--- config.mk ---
export PLATFORM = sky130hd
export DESIGN_NAME = task_scheduler_select_flat
export DESIGN_NICKNAME = d
export VERILOG_FILES = /design/src/rtl/core/tss_pkg.sv /design/src/rtl/core/tss_if.sv /design/src/rtl/core/tss_ram.sv /design/src/rtl/core/task_scheduler_select.sv /design/src/flat_wrapper.sv
export SDC_FILE = /design/constraint.sdc
export NUM_CORES = 1
export LEC_CHECK = 0
export BUFFER_PORTS_ARGS = -buffer_cell sky130_fd_sc_hd__buf_2
export CORE_MARGIN = 1
export CORE_UTILIZATION = 49
export DETAILED_ROUTE_END_ITERATION = 16
export PLACE_DENSITY_LB_ADDON = 0.1
export SYNTH_ARGS = -nofsm -noshare
export SYNTH_HDL_FRONTEND = slang
export SYNTH_SLANG_ARGS = --single-unit
--- constraint.sdc ---
create_clock -name clk -period 13.7 [get_ports clk]
set_input_delay 2.055 -clock clk [delete_from_list [all_inputs] [get_ports clk]]
set_output_delay 2.055 -clock clk [all_outputs]
set_load 0.05 [all_outputs]
--- src/rtl/core/tss_pkg.sv ---
// Package for the task scheduler select block: field widths, action and
// slot-state codes, the per-slot table entry and the sequencer states.
// No dependencies.
`default_nettype none

package tss_pkg;

  localparam int ACTION_W   = 3;
  localparam int MASK_W     = 16;
  localparam int TIME_W     = 16;
  localparam int TASK_W     = 4;
  localparam int COUNT_W    = 16;
  localparam int READY_BITS = 16;

  localparam logic [COUNT_W-1:0] TURNS_MAX = 16'hFFFF;

  typedef enum logic [ACTION_W-1:0] {
    ACT_TICK   = 3'd0,
    ACT_SELECT = 3'd1,
    ACT_WAIT   = 3'd2,
    ACT_BLOCK  = 3'd3,
    ACT_ADD    = 3'd4,
    ACT_REMOVE = 3'd5
  } action_t;

  typedef enum logic [1:0] {
    SLOT_DEAD    = 2'd0,
    SLOT_RUNNING = 2'd1,
    SLOT_WAITING = 2'd2,
    SLOT_BLOCKED = 2'd3
  } slot_st_t;

  typedef struct packed {
    slot_st_t             st;
    logic [TIME_W-1:0]    timer;
    logic [COUNT_W-1:0]   turns;
  } entry_t;

  localparam int ENTRY_W = $bits(entry_t);

  localparam entry_t ENTRY_RESET = '{st: SLOT_DEAD, timer: '0, turns: '0};

  // Which walk over the slot table is in progress.
  typedef enum logic [1:0] {
    PASS_SWEEP   = 2'd0,
    PASS_BLOCKED = 2'd1,
    PASS_WAITING = 2'd2,
    PASS_AGING   = 2'd3
  } pass_t;

  typedef enum logic [2:0] {
    FSM_IDLE   = 3'd0,
    FSM_SCAN   = 3'd1,
    FSM_RMW_RD = 3'd2,
    FSM_RMW_WR = 3'd3,
    FSM_FINAL  = 3'd4,
    FSM_DONE   = 3'd5
  } fsm_t;

endpackage

`default_nettype wire

--- src/rtl/core/tss_if.sv ---
// Valid/ready channel interfaces for the task scheduler select block.
// Depends on tss_pkg for the field widths.
`default_nettype none

interface tss_in_if import tss_pkg::*; ();
  logic                valid;
  logic                ready;
  logic [ACTION_W-1:0] action;
  logic [MASK_W-1:0]   ready_mask;
  logic [TIME_W-1:0]   wait_time;
  logic [TASK_W-1:0]   target_task;

  modport source (output valid, action, ready_mask, wait_time, target_task, input ready);
  modport sink   (input valid, action, ready_mask, wait_time, target_task, output ready);
endinterface

interface tss_out_if import tss_pkg::*; ();
  logic              valid;
  logic              ready;
  logic [TASK_W-1:0] chosen_task;
  logic              found;

  modport source (output valid, chosen_task, found, input ready);
  modport sink   (input valid, chosen_task, found, output ready);
endinterface

`default_nettype wire

--- src/rtl/core/tss_ram.sv ---
// Generic single-write, single-read RAM with a registered read port.
// No dependencies.
`default_nettype none

module tss_ram #(
  parameter int WIDTH = 34,
  parameter int DEPTH = 16
) (
  input  wire logic                                      clk,
  input  wire logic                                      we,
  input  wire logic [((DEPTH > 1) ? $clog2(DEPTH) : 1)-1:0] waddr,
  input  wire logic [WIDTH-1:0]                          wdata,
  input  wire logic [((DEPTH > 1) ? $clog2(DEPTH) : 1)-1:0] raddr,
  output logic      [WIDTH-1:0]                          rdata
);

  logic [WIDTH-1:0] mem_r [DEPTH];
  logic [WIDTH-1:0] rdata_r;

  always_ff @(posedge clk) begin
    if (we) begin
      mem_r[waddr] <= wdata;
    end
    rdata_r <= mem_r[raddr];
  end

  assign rdata = rdata_r;

endmodule

`default_nettype wire

--- src/rtl/core/task_scheduler_select.sv ---
// Task scheduler select block: top level with the slot-table sequencer.
// Depends on tss_pkg, the channel interfaces in tss_if and tss_ram.
//
// Usage. Each beat on the input channel (in_ch) carries one scheduler action:
// tick, select, wait, block, add or remove, together with the ready mask,
// the wait time and the removal target. Every input beat produces exactly
// one beat on the result channel (out_ch) with the chosen task and a found
// flag. The block works on one action at a time; in_ch.ready is high only
// while the sequencer is idle.
//
// Table walks. The slot table sits in one RAM that is read one slot per cycle
// and written back in the following cycle. A tick or an add walks slots 1 to
// TASK_SLOTS-1 once. A select walks the table once per pass, between one and
// three passes. Wait, block and a remove of an in-range target are a single
// read-modify-write. The RAM port, visited once per slot and pass, paces
// these walks.
//
// Reset clears the sequencer, the current task and a valid bit per slot; a
// slot that was never written reads as dead with zero timer and count, so no
// clearing pass is needed. The result sits in an output register: a new
// action can be accepted while a result waits, and a stalled receiver only
// holds the sequencer once the next result is ready to be delivered.
`default_nettype none

module task_scheduler_select import tss_pkg::*; #(
  parameter int TASK_SLOTS = 16
) (
  input  wire logic clk,
  input  wire logic rst_n,
  tss_in_if.sink    in_ch,
  tss_out_if.source out_ch
);

  localparam int IDX_W = $clog2(TASK_SLOTS);
  localparam int CNT_W = $clog2(TASK_SLOTS + 1);
  localparam int EXT_W = ((IDX_W > TASK_W) ? IDX_W : TASK_W) + 1;
  localparam logic [CNT_W-1:0] SLOT_END = CNT_W'(TASK_SLOTS);

  // Sequencer and captured action.
  fsm_t                 state_r, state_nxt;
  action_t              act_r, act_nxt;
  logic [MASK_W-1:0]    mask_r, mask_nxt;
  logic [TIME_W-1:0]    wtime_r, wtime_nxt;
  logic [TASK_W-1:0]    target_r, target_nxt;
  logic [IDX_W-1:0]     cur_r, cur_nxt;
  pass_t                pass_r, pass_nxt;

  // Scan pipeline: one slot is issued to the RAM while the previous one is
  // evaluated and written back.
  logic [CNT_W-1:0]     iss_r, iss_nxt;
  logic                 prv_vld_r, prv_vld_nxt;
  logic [IDX_W-1:0]     prv_idx_r, prv_idx_nxt;

  // Candidate of the running search.
  logic                 pick_vld_r, pick_vld_nxt;
  logic [IDX_W-1:0]     pick_r, pick_nxt;
  logic [TIME_W-1:0]    pick_timer_r, pick_timer_nxt;
  logic [COUNT_W-1:0]   best_r, best_nxt;

  // Slot written since reset.
  logic [TASK_SLOTS-1:0] valid_r, valid_nxt;
  logic                  rd_valid_r;

  // Output register.
  logic                 out_vld_r, out_vld_nxt;
  logic [TASK_W-1:0]    out_chosen_r, out_chosen_nxt;
  logic                 out_found_r, out_found_nxt;

  // RAM port.
  logic                 ram_we;
  logic [IDX_W-1:0]     ram_waddr;
  logic [IDX_W-1:0]     ram_raddr;
  logic [ENTRY_W-1:0]   ram_rdata;
  entry_t               wr_entry;
  entry_t               rd_entry;

  logic                 in_fire;
  logic                 issue;
  logic                 scan_end;
  logic                 prv_ready;
  logic                 cur_ready;
  logic                 tgt_in_range;
  logic [IDX_W-1:0]     rmw_addr;
  logic [EXT_W-1:0]     prv_ext;
  logic [EXT_W-1:0]     cur_ext;
  logic [COUNT_W-1:0]   aged;
  logic                 out_load;

  tss_ram #(
    .WIDTH (ENTRY_W),
    .DEPTH (TASK_SLOTS)
  ) u_slot_ram (
    .clk   (clk),
    .we    (ram_we),
    .waddr (ram_waddr),
    .wdata (wr_entry),
    .raddr (ram_raddr),
    .rdata (ram_rdata)
  );

  // A slot never written since reset reads as dead with cleared counters.
  assign rd_entry = rd_valid_r ? entry_t'(ram_rdata) : ENTRY_RESET;

  assign in_fire  = in_ch.valid && (state_r == FSM_IDLE);
  assign issue    = iss_r < SLOT_END;
  assign scan_end = !issue && !prv_vld_r;

  // Only the first sixteen slots have a ready bit.
  assign prv_ext   = EXT_W'(prv_idx_r);
  assign cur_ext   = EXT_W'(cur_r);
  assign prv_ready = (prv_ext < EXT_W'(READY_BITS)) && mask_r[prv_ext[TASK_W-1:0]];
  assign cur_ready = (cur_ext < EXT_W'(READY_BITS)) && mask_r[cur_ext[TASK_W-1:0]];

  assign tgt_in_range = EXT_W'(in_ch.target_task) < EXT_W'(TASK_SLOTS);
  assign rmw_addr     = (act_r == ACT_REMOVE) ? IDX_W'(target_r) : cur_r;

  // Aging count saturates at its maximum.
  assign aged = (rd_entry.turns == TURNS_MAX) ? rd_entry.turns : rd_entry.turns + 16'd1;

  assign out_load = (state_r == FSM_DONE) && (!out_vld_r || out_ch.ready);

  // Next state.
  always_comb begin
    state_nxt = state_r;
    case (state_r)
      FSM_IDLE: begin
        if (in_fire) begin
          case (action_t'(in_ch.action))
            ACT_TICK, ACT_SELECT, ACT_ADD: state_nxt = FSM_SCAN;
            ACT_WAIT, ACT_BLOCK:           state_nxt = FSM_RMW_RD;
            ACT_REMOVE:                    state_nxt = tgt_in_range ? FSM_RMW_RD : FSM_DONE;
            default:                       state_nxt = FSM_DONE;
          endcase
        end
      end
      FSM_SCAN: begin
        if (scan_end) begin
          if (pass_r == PASS_SWEEP) begin
            state_nxt = FSM_DONE;
          end else if (pick_vld_r || (pass_r == PASS_AGING)) begin
            state_nxt = FSM_FINAL;
          end
        end
      end
      FSM_RMW_RD: state_nxt = FSM_RMW_WR;
      FSM_RMW_WR: state_nxt = FSM_DONE;
      FSM_FINAL:  state_nxt = FSM_DONE;
      FSM_DONE: begin
        if (out_load) begin
          state_nxt = FSM_IDLE;
        end
      end
      default:    state_nxt = FSM_IDLE;
    endcase
  end

  // Datapath, RAM controls and output register.
  always_comb begin
    act_nxt        = act_r;
    mask_nxt       = mask_r;
    wtime_nxt      = wtime_r;
    target_nxt     = target_r;
    cur_nxt        = cur_r;
    pass_nxt       = pass_r;
    iss_nxt        = iss_r;
    prv_vld_nxt    = 1'b0;
    prv_idx_nxt    = prv_idx_r;
    pick_vld_nxt   = pick_vld_r;
    pick_nxt       = pick_r;
    pick_timer_nxt = pick_timer_r;
    best_nxt       = best_r;
    out_vld_nxt    = out_vld_r && !out_ch.ready;
    out_chosen_nxt = out_chosen_r;
    out_found_nxt  = out_found_r;

    ram_raddr = iss_r[IDX_W-1:0];
    ram_we    = 1'b0;
    ram_waddr = prv_idx_r;
    wr_entry  = rd_entry;

    case (state_r)
      FSM_IDLE: begin
        if (in_fire) begin
          act_nxt      = action_t'(in_ch.action);
          mask_nxt     = in_ch.ready_mask;
          wtime_nxt    = in_ch.wait_time;
          target_nxt   = in_ch.target_task;
          pick_vld_nxt = 1'b0;
          best_nxt     = '0;
          iss_nxt      = CNT_W'(1);
          pass_nxt     = (action_t'(in_ch.action) == ACT_SELECT) ? PASS_BLOCKED : PASS_SWEEP;
        end
      end
      FSM_SCAN: begin
        prv_vld_nxt = issue;
        prv_idx_nxt = iss_r[IDX_W-1:0];
        if (issue) begin
          iss_nxt = iss_r + CNT_W'(1);
        end
        if (prv_vld_r) begin
          case (pass_r)
            PASS_SWEEP: begin
              if (act_r == ACT_TICK) begin
                if ((rd_entry.st == SLOT_WAITING) && (rd_entry.timer != '0)) begin
                  ram_we         = 1'b1;
                  wr_entry.timer = rd_entry.timer - 16'd1;
                end
              end else if ((rd_entry.st == SLOT_DEAD) && !pick_vld_r) begin
                // Add takes the lowest dead slot.
                ram_we       = 1'b1;
                wr_entry     = '{st: SLOT_RUNNING, timer: '0, turns: '0};
                pick_vld_nxt = 1'b1;
                pick_nxt     = prv_idx_r;
              end
            end
            PASS_BLOCKED: begin
              if ((rd_entry.st == SLOT_BLOCKED) && prv_ready && !pick_vld_r) begin
                pick_vld_nxt   = 1'b1;
                pick_nxt       = prv_idx_r;
                pick_timer_nxt = rd_entry.timer;
              end
            end
            PASS_WAITING: begin
              // The last match wins, which is the highest slot.
              if ((rd_entry.st == SLOT_WAITING) && (rd_entry.timer == '0)) begin
                pick_vld_nxt   = 1'b1;
                pick_nxt       = prv_idx_r;
                pick_timer_nxt = rd_entry.timer;
              end
            end
            PASS_AGING: begin
              if (rd_entry.st == SLOT_RUNNING) begin
                ram_we         = 1'b1;
                wr_entry.turns = aged;
                if (aged > best_r) begin
                  best_nxt       = aged;
                  pick_vld_nxt   = 1'b1;
                  pick_nxt       = prv_idx_r;
                  pick_timer_nxt = rd_entry.timer;
                end
              end
            end
            default: ;
          endcase
        end
        if (scan_end && !pick_vld_r) begin
          if (pass_r == PASS_BLOCKED) begin
            pass_nxt = PASS_WAITING;
            iss_nxt  = CNT_W'(1);
          end else if (pass_r == PASS_WAITING) begin
            pass_nxt = PASS_AGING;
            iss_nxt  = CNT_W'(1);
          end
        end
      end
      FSM_RMW_RD: begin
        ram_raddr = rmw_addr;
      end
      FSM_RMW_WR: begin
        ram_waddr = rmw_addr;
        case (act_r)
          ACT_WAIT: begin
            ram_we         = 1'b1;
            wr_entry.st    = SLOT_WAITING;
            wr_entry.timer = wtime_r;
          end
          ACT_BLOCK: begin
            ram_we      = !cur_ready;
            wr_entry.st = SLOT_BLOCKED;
          end
          ACT_REMOVE: begin
            ram_we      = 1'b1;
            wr_entry.st = SLOT_DEAD;
          end
          default: ;
        endcase
      end
      FSM_FINAL: begin
        // The chosen slot runs with its count cleared; no pick means kernel.
        ram_waddr = pick_r;
        ram_we    = pick_vld_r;
        wr_entry  = '{st: SLOT_RUNNING, timer: pick_timer_r, turns: '0};
        cur_nxt   = pick_vld_r ? pick_r : '0;
      end
      FSM_DONE: begin
        if (out_load) begin
          out_vld_nxt = 1'b1;
          if (act_r == ACT_ADD) begin
            out_chosen_nxt = pick_vld_r ? TASK_W'(EXT_W'(pick_r)) : '0;
          end else begin
            out_chosen_nxt = TASK_W'(EXT_W'(cur_r));
          end
          out_found_nxt = ((act_r == ACT_ADD) || (act_r == ACT_SELECT)) && pick_vld_r;
        end
      end
      default: ;
    endcase

    valid_nxt = valid_r;
    if (ram_we) begin
      valid_nxt[ram_waddr] = 1'b1;
    end
  end

  always_ff @(posedge clk) begin
    if (!rst_n) begin
      state_r    <= FSM_IDLE;
      cur_r      <= '0;
      pass_r     <= PASS_SWEEP;
      iss_r      <= '0;
      prv_vld_r  <= 1'b0;
      pick_vld_r <= 1'b0;
      valid_r    <= '0;
      rd_valid_r <= 1'b0;
      out_vld_r  <= 1'b0;
    end else begin
      state_r    <= state_nxt;
      cur_r      <= cur_nxt;
      pass_r     <= pass_nxt;
      iss_r      <= iss_nxt;
      prv_vld_r  <= prv_vld_nxt;
      pick_vld_r <= pick_vld_nxt;
      valid_r    <= valid_nxt;
      rd_valid_r <= valid_r[ram_raddr];
      out_vld_r  <= out_vld_nxt;
    end
  end

  always_ff @(posedge clk) begin
    act_r        <= act_nxt;
    mask_r       <= mask_nxt;
    wtime_r      <= wtime_nxt;
    target_r     <= target_nxt;
    prv_idx_r    <= prv_idx_nxt;
    pick_r       <= pick_nxt;
    pick_timer_r <= pick_timer_nxt;
    best_r       <= best_nxt;
    out_chosen_r <= out_chosen_nxt;
    out_found_r  <= out_found_nxt;
  end

  assign in_ch.ready        = (state_r == FSM_IDLE);
  assign out_ch.valid       = out_vld_r;
  assign out_ch.chosen_task = out_chosen_r;
  assign out_ch.found       = out_found_r;

endmodule

`default_nettype wire
--- src/flat_wrapper.sv ---
// flat-port wrapper written by rule: the top's interface ports become plain ports
module task_scheduler_select_flat import tss_pkg::*;
#(
  parameter int TASK_SLOTS = 16
)
  (clk, rst_n, in_ch_valid, in_ch_action, in_ch_ready_mask, in_ch_wait_time, in_ch_target_task, in_ch_ready, out_ch_valid, out_ch_chosen_task, out_ch_found, out_ch_ready);
  tss_in_if in_ch_i ();
  tss_out_if out_ch_i ();
  input  wire logic clk;
  input  wire logic rst_n;
  input wire logic [$bits(in_ch_i.valid)-1:0] in_ch_valid;
  input wire logic [$bits(in_ch_i.action)-1:0] in_ch_action;
  input wire logic [$bits(in_ch_i.ready_mask)-1:0] in_ch_ready_mask;
  input wire logic [$bits(in_ch_i.wait_time)-1:0] in_ch_wait_time;
  input wire logic [$bits(in_ch_i.target_task)-1:0] in_ch_target_task;
  output wire logic [$bits(in_ch_i.ready)-1:0] in_ch_ready;
  output wire logic [$bits(out_ch_i.valid)-1:0] out_ch_valid;
  output wire logic [$bits(out_ch_i.chosen_task)-1:0] out_ch_chosen_task;
  output wire logic [$bits(out_ch_i.found)-1:0] out_ch_found;
  input wire logic [$bits(out_ch_i.ready)-1:0] out_ch_ready;
  assign in_ch_i.valid = in_ch_valid;
  assign in_ch_i.action = in_ch_action;
  assign in_ch_i.ready_mask = in_ch_ready_mask;
  assign in_ch_i.wait_time = in_ch_wait_time;
  assign in_ch_i.target_task = in_ch_target_task;
  assign in_ch_ready = in_ch_i.ready;
  assign out_ch_valid = out_ch_i.valid;
  assign out_ch_chosen_task = out_ch_i.chosen_task;
  assign out_ch_found = out_ch_i.found;
  assign out_ch_i.ready = out_ch_ready;
  task_scheduler_select #(.TASK_SLOTS(TASK_SLOTS)) u_core (.clk(clk), .rst_n(rst_n), .in_ch(in_ch_i), .out_ch(out_ch_i));
endmodule
==> flow_summary.json <==
{
  "outcome": "completed",
  "critPathMaxFanout": 52,
  "crit_type": "reg -> reg",
  "port_buffers": 49,
  "utilization": 0.561,
  "synth_compound_area_frac": 0.104,
  "clock_skew_ns": 0.0240,
  "avgViaCountPerCell": 6.30,
  "drv_slew": 0,
  "ant_nets": 0,
  "max-clock-path-buffers": 3,
  "setup_tns_ns": 0,
  "grt_usage": 0.263,
  "timing.final.ws_setup_ns": 8.70,
  "synthFlopType": "edfxtp_1",
  "avgSynthCellArea_um2": 15.7,
  "cts_buffers": 76,
  "die_area_um2": 60500,
  "worst_hold_path.endpoint": "u_core.valid_r[12]",
  "period_share": 0.365,
  "finalHoldViolations": 0,
  "synth_top_area_frac": 0.646,
  "synth_top_family_by_area": "compound AO/OA/AOI/OAI gates",
  "syn-num-nets": 1930,
  "synth_most_common_cell": "edfxtp_1",
  "synth_cell_types": 81,
  "dp_hpwl_mm": 44.5,
  "pin_count": 50,
  "place_inst": 2625,
  "regToRegSetupSlack_ns": 8.70,
  "r2r_start": "u_core.rd_valid_r",
  "peakVddDrop_uv": 167,
  "setup_viol": 0,
  "grt_setup_unrepaired": "false",
  "core_area_um2": 58900,
  "cts_setup_buffers": 0,
  "worst_setup_path_end_kind": "flip-flop",
  "synth-edff-count": 628,
  "fin_cells": 2764,
  "hp-start": "u_core.valid_r[12]",
  "synth_seq_cells": 696,
  "p_leak_nw": 10.3,
  "hold-path-cell-count": 2,
  "num_antenna_cells": 0,
  "cts_tree": "built",
  "drtIter0Drc": 1966,
  "min_period_ns": 5.00,
  "holdBufCountCts": 0,
  "vias": 17410,
  "cts_max_level": 3,
  "worstPathRequired_ns": 14.01,
  "wl_mm": 78.0,
  "drv_cap": 0,
  "drc_errors": 0,
  "area_growth_syn_to_layout_pct": 13.2,
  "cts_root_buf": "clkbuf_16",
  "rows": 89,
  "ys_top_cells_by_count": "628 x edfxtp_1, 114 x o21ai_0, 113 x mux4_2, 95 x nand2_1, 91 x nor2_1",
  "die_h_um": 246,
  "first_global_vias": 17134,
  "synth_area_leader_cell": "edfxtp_1",
  "synth.area.mux_share": 0.104,
  "startpoint_type": "flip-flop",
  "clkLatencyLatePin_ns": 0.63,
  "cts_sinks": 696,
  "r2r-end": "u_core.best_r[9]",
  "cpMaxStageDelayCell": "nor3_1",
  "grt_pass1_wl_mm": 115,
  "clk_pin_slew_ns": 0.06,
  "synth_fa_ha_area_frac": 0.00986,
  "slew_headroom": 0.0965,
  "p_per_area_nw_per_um2": 150,
  "firstDrtPassIters": 6,
  "clock.fmax_mhz": 200,
  "yosys-top-cells-area": "edfxtp_1 65%, mux4_2 8.7%, dfxtp_1 4.7%",
  "hold_class": "reg -> reg",
  "grt_max_degree": 139,
  "synthXorXnorAreaFrac": 0.00300,
  "antenna_found_initial": 1,
  "synth.cell_area_um2": 29200,
  "max_stage_delay_ns": 0.62,
  "gp_congestion": 0.889,
  "crit_chain": "buf_4 -> nand2_1 -> inv_1 -> ha_1 -> and2_1 -> nand3_1 -> nor3_1 -> nor3_1 -> xnor2_1 -> ha_1 -> nand2_1 -> nor4_1 -> a21boi_0 -> nand3b_1 -> o21ai_0 -> o21ai_1 -> buf_4",
  "async_flop_share": 0,
  "wire_per_inst_um": 28.2,
  "layout-drive-gt1-share": 0.184,
  "start_util": 0.495,
  "yosysWarnings": 0,
  "critPathArrivalTime_ns": 5.31,
  "post-place-ws_ns": 8.76,
  "synthSimpleGateAreaFrac": 0.0627,
  "postSynthCellCount": 1864,
  "fp.dieW_um": 246,
  "ff2ff_path_depth": 17,
  "tightestPinTransition_ns": 1.36,
  "grt_overflow_total": 0,
  "nets": 1996,
  "synth_seq_area_share": 0.693,
  "ctsResizeCount": 0
}
[layer usage]
metal  up-vias  GRT usage  routed length, µm
met1      9016      0.375              34100
met4         0     0.0795               2140
met5         -          0                  0
li1       7636          -                  -
met2       641      0.421              37000
met3       117     0.0341               4710
[state kept, by name, indices dropped and copies added (netlist names)]
name,cells
u_core.act_r,3
u_core.best_r,16
u_core.cur_r,4
u_core.iss_r,5
u_core.mask_r,16
u_core.out_ch.chosen_task,4
u_core.out_ch.found,1
u_core.out_ch.valid,1
u_core.pass_r,2
u_core.pick_r,4
u_core.pick_timer_r,16
u_core.pick_vld_r,1
u_core.prv_idx_r,4
u_core.prv_vld_r,1
u_core.rd_valid_r,1
u_core.state_r,3
u_core.target_r,4
u_core.u_slot_ram.mem_r,544
u_core.u_slot_ram.rdata,34
u_core.valid_r,16
u_core.wtime_r,16
[where the power goes]
part / internal (mW) / leakage [nW] / switching [mW]
clock network: 1.22 / 1.22 / 0.841
logic: 0.182 / 3.16 / 0.303
registers: 2.37 / 5.88 / 0.0479
total: 3.77 / 10.3 / 1.19
[area by class of cell]
type | count | area, µm²
multi-input cells | 1005 | 8490
clock buffers | 104 | 2070
inverters | 49 | 184
fillers | 4579 | 25900
clock inverters | 35 | 437
flip-flops and latches | 696 | 20200
repair buffers | 102 | 668
well taps | 773 | 967
[cells in the final DEF (no fill, tap or decap), types with 8 or more instances in the layout]
master and instances:
nand4_1 10, a211o_1 35, o211ai_1 10, nand2_1 94, o2bb2ai_1 35, o31ai_1 13
and2_1 18, mux2i_1 43, a211oi_1 9, nand3_1 67, mux4_2 113, o21a_1 8
buf_4 51, edfxtp_1 628, xnor2_1 8, o21ai_0 112, a22o_1 41, o21ai_1 13
nand2b_1 10, clkbuf_16 76, clkinv_2 10, o22ai_1 15, dfxtp_1 68, nor2_4 16
a21oi_1 52, buf_2 49, bufinv_16 8, nor3_1 28, inv_1 47, nor2_1 75
o41ai_1 9, clkbuf_1 22, clkinv_1 11, a31oi_1 11, ha_1 23
[critical path, delay by kind of cell, from the launching register on]
family	cells	cell delay (ns)
AOI/OAI and AO/OA	3	0.87
xor gates and xnor gates	1	0.19
adders and majority gates	2	0.47
buffers and inverters	3	0.87
DFF	1	0.30
and+or+nand+nor	8	1.96
[per-stage QoR]
step / area [µm²] / power, mW / hold slack [ns]
final: 33000 / 4.97 / 0.454
after global routing: 33000 / 5.12 / 0.478
after CTS: 33000 / 5.00 / 0.452
after detailed placement: 30500 / 2.95 / 0.439
after global placement: 30500 / 2.95 / 0.434
after floorplan: 29200 / 2.79 / 0.406
[cell families (layout without fill, tap and decap cells)]
group	Yosys count	in the layout
flip-flops	696	696
XOR/XNOR	10	10
AO/OA/AOI/OAI	435	435
AND/OR/NAND/NOR	376	376
adder cells (fa/ha/maj)	23	23
multiplexers	161	161
buffers and inverters	163	290
[worst max-delay path by stage]
| stage | slack, ns | to | cells after the start | from |
|---|---|---|---|---|
| CTS | 8.74 | u_core.best_r[9] | 17 | u_core.rd_valid_r |
| finish | 8.70 | u_core.best_r[9] | 17 | u_core.rd_valid_r |
| global placement | 8.83 | u_core.best_r[12] | 17 | u_core.rd_valid_r |
| global route | 8.21 | u_core.best_r[8] | 17 | u_core.rd_valid_r |
| floorplan | 8.45 | u_core.pick_timer_r[0] | 18 | u_core.rd_valid_r |
| detailed placement | 8.76 | u_core.best_r[10] | 17 | u_core.rd_valid_r |
Note: power is estimated with default switching activity, not from simulation.
